<file path="src/gtcs_pkg.sv">
// package: shared types, constants and the crc byte update for the glyph table block
`timescale 1ns / 1ps
package gtcs_pkg;

  localparam int unsigned DefMaxGlyphs  = 1024;
  localparam int unsigned DefRecordBytes = 16;

  localparam logic [31:0] CrcPoly = 32'hedb88320;
  localparam logic [31:0] CrcInit = 32'hffffffff;
  localparam logic [15:0] SurrLo  = 16'hd800;
  localparam logic [15:0] SurrHi  = 16'hdfff;
  localparam logic [3:0]  PadMask = 4'hf;

  // configuration register indexes
  localparam logic [1:0] CFG_EXP_CRC   = 2'd0;
  localparam logic [1:0] CFG_EXP_COUNT = 2'd1;
  localparam logic [1:0] CFG_MAX_ADV   = 2'd2;

  // status codes
  localparam logic [3:0] ST_OK       = 4'd0;
  localparam logic [3:0] ST_COUNT    = 4'd1;
  localparam logic [3:0] ST_CRC      = 4'd2;
  localparam logic [3:0] ST_ORDER    = 4'd3;
  localparam logic [3:0] ST_SURR     = 4'd4;
  localparam logic [3:0] ST_ADVANCE  = 4'd5;
  localparam logic [3:0] ST_PADDING  = 4'd6;
  localparam logic [3:0] ST_OVERFLOW = 4'd7;
  localparam logic [3:0] ST_INVALID  = 4'd8;

  // result kinds
  localparam logic KIND_LOAD   = 1'b0;
  localparam logic KIND_LOOKUP = 1'b1;

  typedef enum logic {
    OP_LOAD   = 1'b0,
    OP_LOOKUP = 1'b1
  } op_t;

  // one classified transaction waiting in the queue
  typedef struct packed {
    op_t         op;
    logic [7:0]  data_byte;
    logic        last;
    logic [15:0] key;
  } entry_t;

  // reflected crc-32 over one byte, eight narrow steps
  function automatic logic [31:0] crc_byte(input logic [31:0] crc, input logic [7:0] b);
    logic [31:0] c;
    c = crc ^ {24'd0, b};
    for (int i = 0; i < 8; i++) begin
      c = (c >> 1) ^ (CrcPoly & {32{c[0]}});
    end
    return c;
  endfunction

endpackage

</file>
<file path="src/gtcs_if.sv">
// interfaces: input and result channels with valid/ready handshake
`timescale 1ns / 1ps
interface gtcs_in_if;
  logic        valid;
  logic        ready;
  logic        cmd;
  logic [7:0]  data_byte;
  logic        last;
  logic [15:0] key;
  modport source (output valid, cmd, data_byte, last, key, input ready);
  modport sink (input valid, cmd, data_byte, last, key, output ready);
endinterface


</file>
<file path="src/gtcs_front.sv">
// front end: accepts transactions, classifies them and queues them for the back end
`timescale 1ns / 1ps
module gtcs_front (
  input  logic            clk,
  input  logic            rst,
  gtcs_in_if.sink         req,
  output logic            q_valid,
  output gtcs_pkg::entry_t q_entry,
  input  logic            q_pop
);
  import gtcs_pkg::*;

  entry_t     slots [2];
  logic       wp;
  logic       rp;
  logic [1:0] cnt;
  logic       push;
  entry_t     ent_in;

  assign req.ready = (cnt != 2'd2);
  assign push      = req.valid && req.ready;
  assign q_valid   = (cnt != 2'd0);
  assign q_entry   = slots[rp];

  // classify the incoming transaction
  always_comb begin
    ent_in.op        = req.cmd ? OP_LOOKUP : OP_LOAD;
    ent_in.data_byte = req.data_byte;
    ent_in.last      = req.last;
    ent_in.key       = req.key;
  end

  // queue storage
  always_ff @(posedge clk) begin
    if (push) slots[wp] <= ent_in;
  end

  // queue pointers
  always_ff @(posedge clk) begin
    if (rst) begin
      wp  <= 1'b0;
      rp  <= 1'b0;
      cnt <= 2'd0;
    end else begin
      if (push) wp <= ~wp;
      if (q_pop) rp <= ~rp;
      cnt <= cnt + 2'(push) - 2'(q_pop);
    end
  end
endmodule

</file>
<file path="src/flat_wrapper.sv">
// flat-port wrapper written by rule: the top's interface ports become plain ports
module gtcs_front_flat import gtcs_pkg::*;
  (clk, rst, q_valid, q_entry, q_pop, req_valid, req_cmd, req_data_byte, req_last, req_key, req_ready);
  gtcs_in_if req_i ();
  input  logic clk;
  input  logic rst;
  output logic q_valid;
  output gtcs_pkg::entry_t q_entry;
  input  logic q_pop;
  input wire logic [$bits(req_i.valid)-1:0] req_valid;
  input wire logic [$bits(req_i.cmd)-1:0] req_cmd;
  input wire logic [$bits(req_i.data_byte)-1:0] req_data_byte;
  input wire logic [$bits(req_i.last)-1:0] req_last;
  input wire logic [$bits(req_i.key)-1:0] req_key;
  output wire logic [$bits(req_i.ready)-1:0] req_ready;
  assign req_i.valid = req_valid;
  assign req_i.cmd = req_cmd;
  assign req_i.data_byte = req_data_byte;
  assign req_i.last = req_last;
  assign req_i.key = req_key;
  assign req_ready = req_i.ready;
  gtcs_front u_core (.clk(clk), .rst(rst), .req(req_i), .q_valid(q_valid), .q_entry(q_entry), .q_pop(q_pop));
endmodule
</file>
<file path="config.mk">
export PLATFORM = sky130hd
export DESIGN_NAME = gtcs_front_flat
export DESIGN_NICKNAME = d
export VERILOG_FILES = /design/src/gtcs_pkg.sv /design/src/gtcs_if.sv /design/src/gtcs_front.sv /design/src/flat_wrapper.sv
export SDC_FILE = /design/constraint.sdc
export NUM_CORES = 1
export LEC_CHECK = 0
export BUFFER_PORTS_ARGS = -buffer_cell sky130_fd_sc_hd__buf_2
export CORE_MARGIN = 2
export CORE_UTILIZATION = 30
export CTS_BUF_LIST = sky130_fd_sc_hd__clkbuf_4 sky130_fd_sc_hd__clkbuf_8
export CTS_CLUSTER_SIZE = 28
export DETAILED_ROUTE_END_ITERATION = 7
export PLACE_DENSITY_LB_ADDON = 0.05
export SYNTH_ARGS = -nofsm -noshare
export SYNTH_HDL_FRONTEND = slang
export SYNTH_SLANG_ARGS = --single-unit
</file>
<file path="constraint.sdc">
create_clock -name clk -period 3.2 [get_ports clk]
set_clock_uncertainty 0.1 [all_clocks]
set_input_delay 0.64 -clock clk [delete_from_list [all_inputs] [get_ports clk]]
set_output_delay 0.64 -clock clk [all_outputs]
set_load 0.005 [all_outputs]
</file>
==> results.md, run 1 <==
- Initial core utilization: 0.310
- Syn nets: 138
- Pwr dens: 639 nW/um2
- Row Count: 30
- Placed cell area: 2540 um2
- Critical path's slowest cell: dfxtp_1
- Status: complete, no violations
- Design Power: 1.74 mW
- Max_cap viols: 0
- Max clock buf depth: 2
- Gpl congestion: 0.675
- Rel. slew slack: 0.560
- Final slew viol count: 0
- Sequential-to-total area share from yosys stat: 0.789
- Tcrit/Tclk final: 0.751
- Worst vdd ir: 0.226 mV
- Die X-Extent: 87.8 um
- Critical path's largest stage delay: 0.63 ns
- Total gr overflow: 0
- #FFs+latches synth: 57
- Worst-margin pin slew: 0.660 ns
- Final ANT Viol Nets: 0
- Capturing element type of the critical path: output port
- Final setup vio count: 0
- Worst Hold Class: input pin to flop
- Synth Warn #: 0
- First-pass GRT wire length: 6030 um
- IO Count: 58
- Critical path type: flop to output port
- Initial drt markers: 30
- Synth top area cells: edfxtp_1 74%, mux2_2 14%, dfxtp_1 4.8%
- Crit path launch type: flop
- Clk slew on worst S/H paths: 0.06 ns
- Post-synth cell types: 21
- Tot GR Track Use: 0.110
- Vias: 1136
- Total CTS buffers: 9
- Die Height: 87.8 um
- Nets: 207
- P_leak: 1.04 nW
- CTS tree: done
- Synth Cell Area: 2110 um2
- Hold path start: req_key[8]
- Vias in the first global route: 1237
- Finished Cell Area: 2730 um2
- Total wire length: 3850 um
- Final Hold Viols: 0
- P&R area growth vs syn: 29.6%
- Min cycle time layout: 2.40 ns
- Root buffer cell: clkbuf_8
- Die Area: 7710 um2
- H-tree Lvls: 3
- Post_cts resized: 0
- Reg-to-Reg Start: u_core.cnt[0]
- Met1 Usage GRT: 0.134
- Routed len/inst: 13.9 um
- Vias per cell: 4.10
- Critical Path Fanout Max: 17
- Post-synth EDFFs: 52
- Final Instance Count excl. Fillers: 277
- Largest net degree at the start of global routing: 24
- # DRC: 0
- # port buffers: 57
- Post-CTS Setup Inserts: 0
- Sink Count: 57
- Layout cells sized above 1: 0.575
- Initial antenna violation count: 0
- Drt pass-1 iters: 4
- Async set or reset register ratio after synthesis: 0
- Reg area: 1660 um2
- # fillers: 657
- Post-synth top area share: 0.741
- RSZ-0062 raised after global routing: false
- Footprint of the multi-input gates: 423 um2
- Max Freq: 0.416 GHz
- Antenna Cells: 0
- Hold Buf Count CTS: 0
- Ys flop type: edfxtp_1
- Synth Instances: 107
- Setup TNS: 0 ns
- Synth area leader: edfxtp_1
- Worst-skew pair later-pin latency: 0.32 ns
- Avg Synthesized Cell Area: 19.7 um2
- Core Area: 6790 um2
- Routing usage on met3: 0.0386
- Core Util, Final: 0.402
- Worst path cell trace: buf_12 -> mux2_2 -> buf_2
- Met2 GRT Util: 0.167
- Worst Path Required: 2.46 ns
- Detail Placement HPWL: 2620 um
- Arrival time at the worst endpoint: 1.66 ns
- Placed insts: 261
- Layer with the highest usage: met2
-- Yosys cell counts, types with 2 or more instances --
master    instances
mux2_2           26
inv_1             2
buf_2             3
edfxtp_1         52
dfxtp_1           5
a21oi_1           2
nor2_1            3
-- per-stage QoR --
stage	hold slack (ns)	setup WS, ns
after floorplan	0.380	1.34
after global placement	0.400	1.12
after detailed placement	0.412	1.07
after CTS	0.390	0.752
after global routing	0.385	0.691
final	0.407	0.795
-- flip-flops by register name, indices dropped and copies added (netlist names), named ones only --
signal        cells
u_core.cnt        2
u_core.rp         1
u_core.wp         1
u_core.slots     52
-- worst max-delay path: cells and delay by family (launching register included) --
kind | cells | cell delay [ns]
buf+inv | 2 | 0.36
flops | 1 | 0.63
mux | 1 | 0.35
-- metal layers --
layer / wire length [um] / part of all wire
met3: 239 / 0.062
met4: 68 / 0.018
met5: 0 / 0
met2: 1830 / 0.48
met1: 1710 / 0.44
-- area by class of cell --
class	instances	share of cell area
inverter	2	0.00275
timing repair buffer	61	0.120
clock buffer	12	0.0536
clock inverter	4	0.0160
sequential	57	0.609
multi-input combinational	45	0.155
tap	96	0.0440
-- path summary, 6_finish.rpt --
path | to | depth (start not counted) | slack [ns]
setup / recovery | q_entry[9] | 3 | 0.80
setup reg to reg | u_core.slots[1][15] | 3 | 1.29
hold / removal | u_core.slots[1][8] | 1 | 0.41
hold reg to reg | u_core.rp | 2 | 0.42
-- logic make-up (layout without fill, tap and decap cells) --
kind of cell,count (synthesis),in the layout,share of synthesized area
flip-flops,57,57,0.789
multiplexers,28,28,0.149
AND/OR/NAND/NOR,11,11,0.0285
buffers and inverters,5,79,0.0107
AO/OA/AOI/OAI,4,4,0.0131
adder cells (fa/ha/maj),1,1,0.00594
XOR/XNOR,1,1,0.00416
-- cells in the final DEF (no fill, tap or decap), drive strengths merged --
cell    count
edfxtp     52
clkbuf     12
inv         2
and3        1
nand3       1
mux2       27
nand2b      1
xnor2       1
nand2       1
nor2        3
nand3b      1
buf        61
clkinv      3
and2b       1
nor2b       1
dfxtp       5
or2         1
ha          1
a21bo       1
a21oi       2
mux2i       1
a21o        1
bufinv      1
-- where the power goes --
| group | internal, mW | switching (mW) |
|---|---|---|
| combinational | 0.109 | 0.0974 |
| clock | 0.380 | 0.256 |
| sequential | 0.882 | 0.0200 |
Power figures use the tool's default switching activity.
==> inputs of run 2 (changes only) <==
- clock period: 3.2 -> 2.5 ns (I/O delays scaled with it)
==> run 2 against run 1 <==
Via count is 1.9% higher. Flip-flop and latch count stayed put. Hold slack worse by 0.14 ns. Cell area hardly changed. Clock power is 25% higher. Critical path depth stayed put. First-iteration DRC count grew to 2.5 times the previous value. Combinational power is 33% higher. Count of clock-buffer cells in the layout is 1 lower. Wire length is 2.9% lower. Utilization hardly changed. Critical endpoint is now q_entry[16].
==> results.md, run 2 (synthesis gave the netlist of run 1 again) <==
- Status: complete, no violations
- Arrival time at the worst endpoint: 1.41 ns
- Final slew viol count: 0
- Antenna Cells: 0
- Worst vdd ir: 0.375 mV
- P_leak: 1.04 nW
- Critical path type: flop to output port
- Final ANT Viol Nets: 0
- Root buffer cell: clkbuf_8
- Initial drt markers: 75
- Row Count: 30
- Worst-skew pair later-pin latency: 0.32 ns
- H-tree Lvls: 3
- Max_cap viols: 0
- Tot GR Track Use: 0.104
- Total gr overflow: 0
- Vias per cell: 4.17
- Sink Count: 57
- Detail Placement HPWL: 2560 um
- Max Freq: 0.498 GHz
- Commonest non-fill, non-tap cell in the layout: buf_2
- Largest net degree at the start of global routing: 18
- Nets: 208
- Initial antenna violation count: 0
- Core Area: 6790 um2
- Initial core utilization: 0.310
- Hold Buf Count CTS: 0
- Rel. slew slack: 0.691
- Layout cells sized above 1: 0.566
- P&R area growth vs syn: 29.7%
- Min cycle time layout: 2.01 ns
- Total CTS buffers: 9
- Final setup vio count: 0
- Die Height: 87.8 um
- Top reg by flops: u_core.slots
- Total wire length: 3740 um
- # port buffers: 57
- Worst Hold Class: input pin to flop
- Gpl congestion: 0.694
- Clk slew on worst S/H paths: 0.06 ns
- Pwr dens: 811 nW/um2
- Crit path launch type: flop
- First-pass GRT wire length: 5740 um
- Commonest non-fill, non-tap cells in the layout: 57 x buf_2, 52 x edfxtp_1, 26 x mux2_2
- Critical path's largest stage delay: 0.38 ns
- RSZ-0062 raised after global routing: false
- Drt pass-1 iters: 5
- Critical path's slowest cell: mux2_2
- # DRC: 0
- Vias: 1158
- Tcrit/Tclk final: 0.803
- Worst-margin pin slew: 0.463 ns
- Routed len/inst: 13.4 um
- Worst path cell trace: buf_4 -> mux2_2 -> buf_2
- Core Util, Final: 0.402
- CTS tree: done
- Worst Path Required: 1.90 ns
- Post_cts resized: 0
- Max reg flops: 52
- Vias in the first global route: 1242
- Post-CTS Setup Inserts: 0
- Final Hold Viols: 0
- IO Count: 58
- Critical Path Fanout Max: 17
- Largest regs: u_core.slots (52), u_core.cnt (2)
- Max clock buf depth: 2
- Capturing element type of the critical path: output port
- Die Area: 7710 um2
- Setup TNS: 0 ns
- Die X-Extent: 87.8 um
-- run 2: worst paths after layout --
| kind | startpoint | endpoint | slack, ns | cells past startpoint |
|---|---|---|---|---|
| worst max-delay path | flop | q_entry[16] | 0.49 | 3 |
| worst min-delay path | req_data_byte[2] | u_core.slots[0][19] | 0.26 | 1 |
| worst min register to register | u_core.rp | u_core.rp | 0.43 | 2 |
| worst max register to register | u_core.cnt[0] | u_core.slots[0][13] | 0.79 | 4 |
-- run 2: layer usage --
metal  vias to the layer above  wire length (um)  global-route usage
met4                         0                88              0.0629
met3                         8               222              0.0405
met1                       562              1570               0.119
met2                        38              1850               0.166
met5                         -                 0                   0
li1                        550                 -                   -
-- run 2: power by group --
group,internal (mW),switching (mW)
sequential,1.13,0.0185
clock,0.470,0.325
combinational,0.143,0.130
-- run 2: per-stage QoR --
step	hold slack, ns	worst slack (ns)	area (um2)	power [mW]	std cells
2_1_floorplan	0.380	0.747	2110	1.31	107
3_3_place_gp	0.414	0.637	2550	1.44	262
3_5_place_dp	0.415	0.605	2550	1.45	262
4_1_cts	0.243	0.444	2730	2.26	278
5_1_grt	0.242	0.408	2730	2.33	278
6_report	0.264	0.493	2730	2.22	278
-- run 2: worst max-delay path, delay by kind of cell, from the launching register on --
| kind | cells | cell delay (ns) |
|---|---|---|
| buffers and inverters | 2 | 0.39 |
| muxes | 1 | 0.38 |
| DFF | 1 | 0.32 |
-- run 2: layout make-up --
type | instances | area [um2]
Fill cell | 649 | 4060
Tap cell | 96 | 120
Timing Repair Buffer | 62 | 335
Clock buffer | 11 | 139
Sequential cell | 57 | 1660
Inverter | 2 | 7.51
Multi-Input combinational cell | 45 | 423
Clock inverter | 5 | 46.3
==> inputs of run 3 (changes only) <==
- ABC_AREA: default -> 1
- clock period: 2.5 -> 2.05 ns (I/O delays scaled with it)
==> run 3 against run 2 <==
Global-route usage is 0.20 points lower. Flip-flop and latch count stayed put. First-iteration DRC count is 9.3% lower. Sequential power is 24% higher. Sequential share of layout area is 1.2 points lower. Count of clock-buffer cells in the layout is 1 lower. Utilization is 1.4 points lower. Highest routed layer unchanged.
==> results.md, run 3 <==
- Final Instance Count excl. Fillers: 286
- P&R area growth vs syn: 26.8%
- Commonest non-fill, non-tap cells in the layout: 57 x buf_2, 52 x edfxtp_1, 20 x mux2_4
- Drt pass-1 iters: 4
- Post-synth top area share: 0.710
- Die X-Extent: 89.6 um
- Largest net degree at the start of global routing: 21
- Status: complete, no violations
- Synth Cell Area: 2200 um2
- Final ANT Viol Nets: 0
- Async set or reset register ratio after synthesis: 0
- Root buffer cell: clkbuf_8
- Reg-to-Reg Start: u_core.cnt[0]
- Worst-margin pin slew: 0.285 ns
- Post-synth EDFFs: 52
- RSZ-0062 raised after global routing: false
- H-tree Lvls: 3
- Total gr overflow: 0
- Clk slew on worst S/H paths: 0.06 ns
- Worst Path Required: 1.54 ns
- Met3 wire len: 269 um
- Sw Share: 0.237
- # fillers: 687
- Reg area: 1660 um2
- Sequential-to-total area share from yosys stat: 0.756
- #FFs+latches synth: 57
- Total wire length: 3760 um
- First-pass GRT wire length: 5710 um
- Capturing element type of the critical path: output port
- Gpl congestion: 0.610
- Commonest non-fill, non-tap cell in the layout: buf_2
- Vias: 1153
- # port buffers: 57
- Met2 wire length: 1950 um
- Initial core utilization: 0.306
- IO Count: 58
- Footprint of the multi-input gates: 469 um2
- Final setup vio count: 0
- Core Area: 7180 um2
- Post-CTS Setup Inserts: 0
- Tot GR Track Use: 0.102
- Avg Synthesized Cell Area: 19.8 um2
- Clock share of power: 0.322
- Finished Cell Area: 2790 um2
- Critical path type: flop to output port
- Rel. slew slack: 0.810
- Initial antenna violation count: 0
- Hold Buf Count CTS: 0
- Post-synth top cells: 52 x edfxtp_1, 20 x mux2_4, 7 x nand2_1, 7 x nor2_1, 6 x mux2_2
- Post_cts resized: 0
- Routed len/inst: 13.1 um
- Top reg by flops: u_core.slots
- Vias per cell: 4.03
- Placed cell area: 2620 um2
- Final Hold Viols: 0
- Sink Count: 57
- Max clock buf depth: 2
- Row Count: 31
- Max Freq: 0.521 GHz
- Most common cell in the netlist: edfxtp_1
- P_int: 2.05 mW
- Worst-skew pair later-pin latency: 0.32 ns
- Layout cells sized above 1: 0.578
- Synth top area cells: edfxtp_1 71%, mux2_4 14%, dfxtp_1 4.6%
- Worst Hold Class: input pin to flop
- Tcrit/Tclk final: 0.936
- Max reg flops: 52
- Arrival time at the worst endpoint: 1.41 ns
- # DRC: 0
- Nets: 213
- P_leak: 1.12 nW
- Post-synth cell types: 14
- Syn nets: 142
- Detail Placement HPWL: 2620 um
- Post-Place Setup Slack: 0.405 ns
- Worst vdd ir: 0.387 mV
- Antenna Cells: 0
- Total CTS buffers: 9
- Vias in the first global route: 1231
- CTS tree: done
- Crit path launch type: flop
- Die Height: 89.6 um
- Sequential Power Share: 0.532
- Ys flop type: edfxtp_1
- Pwr dens: 964 nW/um2
- Min cycle time layout: 1.92 ns
- Final slew viol count: 0
- Initial drt markers: 68
- WL met1: 1530 um
- Synth area leader: edfxtp_1
- Synth Warn #: 0
- Die Area: 8030 um2
- DR top layer: met4
- Setup TNS: 0 ns
- Comb power frac: 0.147
- Critical Path Fanout Max: 8
- Psw: 0.638 mW
- Placed insts: 270
- Max_cap viols: 0
- Synth Instances: 111
- Hold path start: req_data_byte[7]
- Final WS setup: 0.131 ns
- Largest regs: u_core.slots (52), u_core.cnt (2)
- Flop2flop setup slack: 0.51 ns
run 3: final timing paths:
kind                            depth (start not counted)             endpoint
worst max-delay path                                    3           q_entry[7]
worst min-delay path                                    1  u_core.slots[0][24]
worst max register to register                          7  u_core.slots[1][16]
worst min register to register                          2            u_core.wp
run 3: final cells by class:
type | count | share of cell area
Timing Repair Buffer | 63 | 0.124
Clock inverter | 6 | 0.0126
Multi-Input combinational cell | 46 | 0.168
Tap cell | 99 | 0.0444
Sequential cell | 57 | 0.596
Clock buffer | 10 | 0.0471
Inverter | 5 | 0.00673
run 3: stage by stage:
stage	hold WS [ns]	utilization	power (mW)
CTS	0.148	0.388	2.74
global route	0.148	0.388	2.84
global placement	0.399	0.365	1.84
detailed placement	0.406	0.365	1.86
finish	0.174	0.388	2.69
floorplan	0.380	-	1.69
run 3: metal layers:
layer | track usage | vias up
li1 | - | 555
met1 | 0.111 | 552
met2 | 0.166 | 44
met3 | 0.0393 | 2
met4 | 0.0692 | 0
met5 | 0 | -
run 3: worst max-delay path, cell delays in order, from the launching register on:
cell and delay [ns]:
dfxtp_2 0.45, buf_6 0.20, mux2_4 0.31, buf_2 0.13
run 3: power by group through the flow:
stage / combinational (mW) / sequential [mW] / clock, mW
floorplan: 0.251 / 1.44 / 0
global placement: 0.393 / 1.45 / 0
detailed placement: 0.403 / 1.45 / 0
CTS: 0.404 / 1.43 / 0.905
global route: 0.434 / 1.44 / 0.965
finish: 0.394 / 1.43 / 0.865
run 3: kinds of logic after synthesis:
logic type | count (synthesis) | synth area share
compound gates | 1 | 0.00227
xor+xnor | 2 | 0.00797
fa+ha+maj | 1 | 0.00569
buf+inv | 8 | 0.0319
flops | 57 | 0.756
mux | 26 | 0.167
simple gates | 16 | 0.0290
